**config.mk**
```make
export PLATFORM = sky130hd
export DESIGN_NAME = exchange_sort_records
export DESIGN_NICKNAME = d
export VERILOG_FILES = /design/src/design/exsr_pkg.sv /design/src/design/exsr_store.sv /design/src/design/exsr_cmp.sv /design/src/design/exsr_seq.sv /design/src/design/exchange_sort_records.sv
export SDC_FILE = /design/constraint.sdc
export NUM_CORES = 2
export LEC_CHECK = 0
export ABC_CLOCK_PERIOD_IN_PS = 5000
export BUFFER_PORTS_ARGS = -buffer_cell sky130_fd_sc_hd__buf_2
export CAP_MARGIN = 10
export CORE_MARGIN = 2
export CORE_UTILIZATION = 40
export DETAILED_ROUTE_END_ITERATION = 10
export PLACE_DENSITY = 0.64
export SLEW_MARGIN = 40
export SYNTH_ARGS = -nofsm -noshare
export SYNTH_HDL_FRONTEND = slang
export SYNTH_SLANG_ARGS = --single-unit
```
**constraint.sdc**
```tcl
create_clock -name clk -period 5 [get_ports clk]
set_input_delay 0.75 -clock clk [delete_from_list [all_inputs] [get_ports clk]]
set_output_delay 0.75 -clock clk [all_outputs]
set_load 0.1 [all_outputs]
```
**src/design/exsr_pkg.sv**
```systemverilog
package exsr_pkg;

    localparam int IO_KEY_W    = 16;
    localparam int TAG_W       = 6;
    localparam int BELOW_W     = 7;
    localparam int THRESH_W    = 16;
    localparam int CFG_INDEX_W = 1;
    localparam int CFG_DATA_W  = 16;

    localparam logic [CFG_INDEX_W-1:0] CFG_SORT_DESCENDING = 1'b0;
    localparam logic [CFG_INDEX_W-1:0] CFG_WARN_THRESHOLD  = 1'b1;

    localparam logic                DESCENDING_RESET = 1'b1;
    localparam logic [THRESH_W-1:0] THRESH_RESET     = 16'd100;

    typedef enum logic [2:0] {
        ST_IDLE,
        ST_SORT_LOAD,
        ST_SORT_HOLD,
        ST_SORT_SCAN,
        ST_SORT_PUT,
        ST_EMIT_READ,
        ST_EMIT_LOAD
    } exsr_state_t;

    typedef struct packed {
        logic busy;
        logic emit_load;
        logic emit_last;
    } exsr_status_t;

endpackage

```
**src/design/exsr_store.sv**
```systemverilog
module exsr_store #(
    parameter int DEPTH = 64,
    parameter int KEY_W = 16,
    parameter int AW    = 6
) (
    input  logic                      clk,
    input  logic                      we,
    input  logic [AW-1:0]             waddr,
    input  logic [KEY_W-1:0]          wkey,
    input  logic [exsr_pkg::TAG_W-1:0] wtag,
    input  logic [AW-1:0]             raddr,
    output logic [KEY_W-1:0]          rd_key,
    output logic [exsr_pkg::TAG_W-1:0] rd_tag
);
    import exsr_pkg::*;

    logic [KEY_W-1:0] key_mem [DEPTH];
    logic [TAG_W-1:0] tag_mem [DEPTH];
    logic [KEY_W-1:0] rd_key_reg;
    logic [TAG_W-1:0] rd_tag_reg;

    always_ff @(posedge clk)
    begin
        if (we)
        begin
            key_mem[waddr] <= wkey;
            tag_mem[waddr] <= wtag;
        end
        rd_key_reg <= key_mem[raddr];
        rd_tag_reg <= tag_mem[raddr];
    end

    assign rd_key = rd_key_reg;
    assign rd_tag = rd_tag_reg;

endmodule

```
**src/design/exsr_cmp.sv**
```systemverilog
module exsr_cmp #(
    parameter int KEY_W = 16
) (
    input  logic [KEY_W-1:0] cand_key,
    input  logic [KEY_W-1:0] held_key,
    input  logic             descending,
    output logic             swap
);
    import exsr_pkg::*;

    // equal keys never swap
    assign swap = descending ? (cand_key > held_key) : (cand_key < held_key);

endmodule

```
**src/design/exsr_seq.sv**
```systemverilog
module exsr_seq #(
    parameter int KEY_W = 16,
    parameter int AW    = 6,
    parameter int CW    = 7
) (
    input  logic                       clk,
    input  logic                       rst_n,
    input  logic                       start,
    input  logic [CW-1:0]              count,
    input  logic                       descending,
    input  logic                       slot_free,
    input  logic [KEY_W-1:0]           rd_key,
    input  logic [exsr_pkg::TAG_W-1:0] rd_tag,
    output logic [AW-1:0]              raddr,
    output logic                       we,
    output logic [AW-1:0]              waddr,
    output logic [KEY_W-1:0]           wkey,
    output logic [exsr_pkg::TAG_W-1:0] wtag,
    output exsr_pkg::exsr_status_t     status
);
    import exsr_pkg::*;

    exsr_state_t      state_reg, state_next;
    logic [AW-1:0]    i_reg, i_next;
    logic [AW-1:0]    j_reg, j_next;
    logic [KEY_W-1:0] held_key_reg, held_key_next;
    logic [TAG_W-1:0] held_tag_reg, held_tag_next;

    logic [CW-1:0] last_pos;
    logic          n_is_one;
    logic          i_end_sort;
    logic          j_end;
    logic          i_end_emit;
    logic          swap;

    assign last_pos   = CW'(count - CW'(1));
    assign n_is_one   = (count == CW'(1));
    assign i_end_sort = ((CW'(i_reg) + CW'(1)) == last_pos);
    assign j_end      = (CW'(j_reg) == last_pos);
    assign i_end_emit = (CW'(i_reg) == last_pos);

    exsr_cmp #(
        .KEY_W (KEY_W)
    ) u_cmp (
        .cand_key   (rd_key),
        .held_key   (held_key_reg),
        .descending (descending),
        .swap       (swap)
    );

    always_comb
    begin
        state_next = state_reg;
        case (state_reg)
            ST_IDLE:
            begin
                if (start)
                    state_next = ST_SORT_LOAD;
            end
            ST_SORT_LOAD: state_next = n_is_one ? ST_EMIT_READ : ST_SORT_HOLD;
            ST_SORT_HOLD: state_next = ST_SORT_SCAN;
            ST_SORT_SCAN:
            begin
                if (j_end)
                    state_next = ST_SORT_PUT;
            end
            ST_SORT_PUT:  state_next = i_end_sort ? ST_EMIT_READ : ST_SORT_HOLD;
            ST_EMIT_READ: state_next = ST_EMIT_LOAD;
            ST_EMIT_LOAD:
            begin
                if (slot_free)
                    state_next = i_end_emit ? ST_IDLE : ST_EMIT_READ;
            end
            default:      state_next = ST_IDLE;
        endcase
    end

    always_comb
    begin
        raddr            = i_reg;
        we               = 1'b0;
        waddr            = j_reg;
        wkey             = held_key_reg;
        wtag             = held_tag_reg;
        status.busy      = (state_reg != ST_IDLE);
        status.emit_load = 1'b0;
        status.emit_last = i_end_emit;
        case (state_reg)
            ST_SORT_HOLD: raddr = j_reg;
            ST_SORT_SCAN:
            begin
                raddr = AW'(j_reg + AW'(1));
                we    = swap;
            end
            ST_SORT_PUT:
            begin
                raddr = AW'(i_reg + AW'(1));
                we    = 1'b1;
                waddr = i_reg;
            end
            ST_EMIT_LOAD: status.emit_load = slot_free;
            default:
            begin
            end
        endcase
    end

    always_comb
    begin
        i_next        = i_reg;
        j_next        = j_reg;
        held_key_next = held_key_reg;
        held_tag_next = held_tag_reg;
        case (state_reg)
            ST_IDLE:
            begin
                if (start)
                    i_next = '0;
            end
            ST_SORT_LOAD: j_next = AW'(i_reg + AW'(1));
            ST_SORT_HOLD:
            begin
                held_key_next = rd_key;
                held_tag_next = rd_tag;
            end
            ST_SORT_SCAN:
            begin
                if (swap)
                begin
                    held_key_next = rd_key;
                    held_tag_next = rd_tag;
                end
                if (!j_end)
                    j_next = AW'(j_reg + AW'(1));
            end
            ST_SORT_PUT:
            begin
                if (i_end_sort)
                    i_next = '0;
                else
                begin
                    i_next = AW'(i_reg + AW'(1));
                    j_next = AW'(i_reg + AW'(2));
                end
            end
            ST_EMIT_LOAD:
            begin
                if (slot_free)
                    i_next = AW'(i_reg + AW'(1));
            end
            default:
            begin
            end
        endcase
    end

    always_ff @(posedge clk or negedge rst_n)
    begin
        if (!rst_n)
        begin
            state_reg <= ST_IDLE;
            i_reg     <= '0;
            j_reg     <= '0;
        end
        else
        begin
            state_reg <= state_next;
            i_reg     <= i_next;
            j_reg     <= j_next;
        end
    end

    always_ff @(posedge clk)
    begin
        held_key_reg <= held_key_next;
        held_tag_reg <= held_tag_next;
    end

endmodule

```
**src/design/exchange_sort_records.sv**
```systemverilog
// Record sorter. Words arrive on the input channel (in_valid, in_stall) as a
// key, a tag and a last marker; up to RECORDS of them are stored per set and
// further words of the set are dropped and flagged as overflow. Loading takes
// one word per cycle. A word with last_item set closes the set: the block
// raises in_stall, exchange-sorts the stored records with one shared compare
// unit against a record memory with one read and one write port, then sends
// one word per record on the output channel (out_valid, out_stall), the final
// one with out_last. The sort makes one compare and one memory read each
// cycle of its scan; each result then passes a memory read and an output
// load. Every result carries the count of keys below warn_threshold and the
// overflow flag of its set. A stalled result holds in the output register;
// sending waits for the register to free, and the next set may load while
// the final result of a set is still waiting. The configuration port writes
// the order and the threshold; write it only while idle. Reset empties the
// set, clears the output valid and sets descending order with a threshold
// of 100.
module exchange_sort_records #(
    parameter int RECORDS  = 64,
    parameter int KEY_BITS = 16
) (
    input  logic                             clk,
    input  logic                             rst_n,
    input  logic                             cfg_write,
    input  logic [exsr_pkg::CFG_INDEX_W-1:0] cfg_index,
    input  logic [exsr_pkg::CFG_DATA_W-1:0]  cfg_data,
    input  logic                             in_valid,
    output logic                             in_stall,
    input  logic [exsr_pkg::IO_KEY_W-1:0]    sort_key,
    input  logic [exsr_pkg::TAG_W-1:0]       record_tag,
    input  logic                             last_item,
    output logic                             out_valid,
    input  logic                             out_stall,
    output logic [exsr_pkg::IO_KEY_W-1:0]    out_key,
    output logic [exsr_pkg::TAG_W-1:0]       out_tag,
    output logic [exsr_pkg::BELOW_W-1:0]     below_count,
    output logic                             out_last,
    output logic                             overflow
);
    import exsr_pkg::*;

    localparam int AW = (RECORDS > 1) ? $clog2(RECORDS) : 1;
    localparam int CW = $clog2(RECORDS + 1);

    logic                descending_reg;
    logic [THRESH_W-1:0] threshold_reg;
    logic [CW-1:0]       fill_reg, fill_next;
    logic [CW-1:0]       warn_reg, warn_next;
    logic                ovf_reg, ovf_next;

    logic                out_valid_reg, out_valid_next;
    logic [IO_KEY_W-1:0] out_key_reg;
    logic [TAG_W-1:0]    out_tag_reg;
    logic [BELOW_W-1:0]  below_reg;
    logic                out_last_reg;
    logic                overflow_reg;

    exsr_status_t        status;
    logic                accept;
    logic                has_room;
    logic                start;
    logic                slot_free;
    logic                set_done;
    logic [KEY_BITS-1:0] key_in;

    logic [AW-1:0]       raddr;
    logic [AW-1:0]       seq_waddr;
    logic                seq_we;
    logic [KEY_BITS-1:0] seq_wkey;
    logic [TAG_W-1:0]    seq_wtag;
    logic                mem_we;
    logic [AW-1:0]       mem_waddr;
    logic [KEY_BITS-1:0] mem_wkey;
    logic [TAG_W-1:0]    mem_wtag;
    logic [KEY_BITS-1:0] rd_key;
    logic [TAG_W-1:0]    rd_tag;

    assign in_stall  = status.busy;
    assign accept    = in_valid && !in_stall;
    assign has_room  = (fill_reg < CW'(RECORDS));
    assign start     = accept && last_item;
    assign slot_free = !out_valid_reg || !out_stall;
    assign set_done  = status.emit_load && status.emit_last;
    assign key_in    = KEY_BITS'(sort_key);

    assign mem_we    = status.busy ? seq_we : (accept && has_room);
    assign mem_waddr = status.busy ? seq_waddr : fill_reg[AW-1:0];
    assign mem_wkey  = status.busy ? seq_wkey : key_in;
    assign mem_wtag  = status.busy ? seq_wtag : record_tag;

    exsr_store #(
        .DEPTH (RECORDS),
        .KEY_W (KEY_BITS),
        .AW    (AW)
    ) u_store (
        .clk    (clk),
        .we     (mem_we),
        .waddr  (mem_waddr),
        .wkey   (mem_wkey),
        .wtag   (mem_wtag),
        .raddr  (raddr),
        .rd_key (rd_key),
        .rd_tag (rd_tag)
    );

    exsr_seq #(
        .KEY_W (KEY_BITS),
        .AW    (AW),
        .CW    (CW)
    ) u_seq (
        .clk        (clk),
        .rst_n      (rst_n),
        .start      (start),
        .count      (fill_reg),
        .descending (descending_reg),
        .slot_free  (slot_free),
        .rd_key     (rd_key),
        .rd_tag     (rd_tag),
        .raddr      (raddr),
        .we         (seq_we),
        .waddr      (seq_waddr),
        .wkey       (seq_wkey),
        .wtag       (seq_wtag),
        .status     (status)
    );

    always_comb
    begin
        fill_next = fill_reg;
        warn_next = warn_reg;
        ovf_next  = ovf_reg;
        if (set_done)
        begin
            fill_next = '0;
            warn_next = '0;
            ovf_next  = 1'b0;
        end
        else if (accept)
        begin
            if (has_room)
            begin
                fill_next = CW'(fill_reg + CW'(1));
                if (key_in < threshold_reg)
                    warn_next = CW'(warn_reg + CW'(1));
            end
            else
                ovf_next = 1'b1;
        end
    end

    always_comb
    begin
        out_valid_next = out_valid_reg;
        if (status.emit_load)
            out_valid_next = 1'b1;
        else if (!out_stall)
            out_valid_next = 1'b0;
    end

    always_ff @(posedge clk or negedge rst_n)
    begin
        if (!rst_n)
        begin
            descending_reg <= DESCENDING_RESET;
            threshold_reg  <= THRESH_RESET;
            fill_reg       <= '0;
            warn_reg       <= '0;
            ovf_reg        <= 1'b0;
            out_valid_reg  <= 1'b0;
        end
        else
        begin
            if (cfg_write)
            begin
                case (cfg_index)
                    CFG_SORT_DESCENDING: descending_reg <= cfg_data[0];
                    CFG_WARN_THRESHOLD:  threshold_reg  <= cfg_data[THRESH_W-1:0];
                    default:
                    begin
                    end
                endcase
            end
            fill_reg      <= fill_next;
            warn_reg      <= warn_next;
            ovf_reg       <= ovf_next;
            out_valid_reg <= out_valid_next;
        end
    end

    // load the output word
    always_ff @(posedge clk)
    begin
        if (status.emit_load)
        begin
            out_key_reg  <= IO_KEY_W'(rd_key);
            out_tag_reg  <= rd_tag;
            below_reg    <= BELOW_W'(warn_reg);
            out_last_reg <= status.emit_last;
            overflow_reg <= ovf_reg;
        end
    end

    assign out_valid   = out_valid_reg;
    assign out_key     = out_key_reg;
    assign out_tag     = out_tag_reg;
    assign below_count = below_reg;
    assign out_last    = out_last_reg;
    assign overflow    = overflow_reg;

endmodule

```
==> impl_metrics.toml <==
[status]
status = "finished clean"

[die]
initial_core_util = 0.402
num_rows = 144
die_x_um = 397
die-area_um2 = 158000
core_um2 = 154000
die_h_um = 397
pin_count = 78

[synth]
synth-main-ff-cell = "edfxtp_1"
ys_top_cells_by_count = "edfxtp_1 (1461), nand2_1 (1040), a21oi_1 (269), nand3_1 (251), clkbuf_1 (178)"
yosysMostFrequentCell = "edfxtp_1"
synth_area_leaders = "edfxtp_1 (71%), nand2_1 (6.3%), mux2i_1 (2.6%)"
syn_nets = 4605
ys_types = 68
synth_edf_count = 1461
synth_area_leader_cell = "edfxtp_1"
ys_async_sr_fraction = 0.0314
synth_area_um2 = 61700
postSynthAreaPerCell_um2 = 13.7
synth_warnings = 0
synthCells = 4522
yosys_register_bits = 1531
ys_seq_area_frac = 0.737
synth_top_area_frac = 0.711

[timing]
setup_violations = 0
slew_violations = 0
hold_viol_final = 0
finalSetupTns_ps = 0
min_period_ps = 4590
worst_slew_pin_slew_ps = 961
period_share = 0.918
slew_headroom = 0.354
setup_slack_ps = 411
finClkSkew_ps = 23.4
grt_setup_unrepaired = "false"
max_freq_mhz = 218

[clock_network]
cts_sinks = 1531
cts_htree_levels = 4
cts_inserted_buffers = 157
cts-resized-gates = 0
hold_buffers = 0
clk_pin_slew_ps = 60
postCtsSetupBuffers = 0
insertion_delay_ps = 790
tritoncts = "yes"
cts-root-buf = "clkbuf_16"
clockBufferDepth = 3

[placement]
dpl.hpwl_um = 103000
place_ws_ps = 546
place_area_um2 = 66200
routabilityCongestion = 0.900
io_buffers = 77

[global_routing]
grt_max_degree = 101
grt_usage = 0.214
overflow = 0
grt_pass1_vias = 37800
antenna_found_initial = 6
grt_pass1_wl_um = 251000

[setup_path]
crit_slowest_cell = "buf_4"
arrival_ps = 5230
crit_top_cell = "buf_4"
path_class = "reg -> reg"
critPathTopFamily = "simple AND/OR/NAND/NOR gates"
crit_chain = "nor2_1 -> buf_4 -> o32ai_1 -> a21oi_4 -> buf_4 -> nor2_4 -> buf_4 -> nand3_1 -> nand4_1 -> nand4_1 -> a21o_1"
cp_max_fo = 45
path_buf_inv = 3
cp_data_required_time_ps = 5640
endpoint_kind = "flop"
slowest_delay_ps = 620
start_kind = "flop"

[detailed_routing]
drtIter0Drc = 4722
wl_per_cell_um = 25.1
via_per_inst = 5.74
ant_nets = 0
drc = 0
dr_total_vias = 39300
wl_um = 172000
first_pass_iters = 6

[worst_hold_path]
holdCritPathClass = "in -> async"

[finish]
reg_top3 = "u_store.key_mem: 1024 flops, u_store.tag_mem: 384 flops"
largest_register = "u_store.key_mem"
finalInstanceArea_um2 = 71100
largest_reg_flops = 1024
drive_gt1_frac = 0.140
fin_util = 0.462
num-nets-final = 4761
syn2layout_area_growth_pct = 15.1

[job]
cap_violations = 0
-- cell type report --
class                           count  area [um2]
Clock buffer                      204        4210
Antenna cell                        1        2.50
Inverter                           38         143
Fill cell                       13300       82600
Timing Repair Buffer              316        2600
Clock inverter                     71         489
Sequential cell                  1531       45500
Multi-Input combinational cell   2634       15500
Tap cell                         2044        2560
-- cell families (layout without fill, tap and decap cells) --
group / count (synthesis) / after routing / share of synthesized area
multiplexers: 188 / 188 / 0.0310
AO/OA/AOI/OAI: 708 / 708 / 0.0740
other: 0 / 1 / 0
XOR/XNOR: 46 / 46 / 0.00709
adder cells (fa/ha/maj): 38 / 38 / 0.00770
AND/OR/NAND/NOR: 1654 / 1654 / 0.119
flip-flops: 1531 / 1531 / 0.737
buffers and inverters: 357 / 629 / 0.0243
-- worst reg2reg max path, stage by stage (launching register included) --
cell and delay [ps]:
dfrtp_1 600, nor2_1 80, buf_4 210, o32ai_1 560
a21oi_4 150, buf_4 280, nor2_4 510, buf_4 620
nand3_1 190, nand4_1 290, nand4_1 560, a21o_1 410
-- worst paths after layout --
path	start	to	slack [ps]	depth (start not counted)
max in group asynchronous	rst_n	u_seq.state_reg[1]$_DFFE_PN0P_	4450	2
max	u_seq.state_reg[0]$_DFFE_PN0P_	u_store.rd_key[10]$_DFF_P_	410	11
min in group clk	cfg_data[8]	threshold_reg[8]$_DFFE_PN0P_	200	2
min reg2reg	u_store.rd_key[8]$_DFF_P_	u_seq.wkey[8]$_DFFE_PP_	460	0
min	rst_n	threshold_reg[14]$_DFFE_PN0P_	100	2
max reg2reg	u_seq.state_reg[0]$_DFFE_PN0P_	u_store.rd_key[10]$_DFF_P_	410	11
-- placed cells by master, fill, tap and decap left out, drive strengths merged, types with 110 or more instances in the layout --
| cell | count |
|---|---|
| clkbuf | 205 |
| nand4 | 116 |
| mux2i | 163 |
| nand2 | 1040 |
| edfxtp | 1461 |
| a32oi | 142 |
| buf | 315 |
| a21oi | 271 |
| nor4 | 110 |
| o21ai | 150 |
| nand3 | 251 |
-- per-stage QoR --
stage / hold WS (ps) / cells
CTS: 85.7 / 6834
global placement: 438 / 6545
floorplan: 404 / 4522
detailed placement: 450 / 6559
finish: 96.8 / 6839
global route: 141 / 6838
-- routing by layer --
layer	vias to the layer above	share of wire	track usage
met2	1884	0.46	0.335
li1	17400	-	-
met5	-	0.00020	0
met3	318	0.089	0.0435
met1	19700	0.41	0.290
met4	4	0.041	0.0915
Power is left out: the tool's default activity adds up to more than one toggle a clock period on the data nets, which glitch-free logic cannot reach.
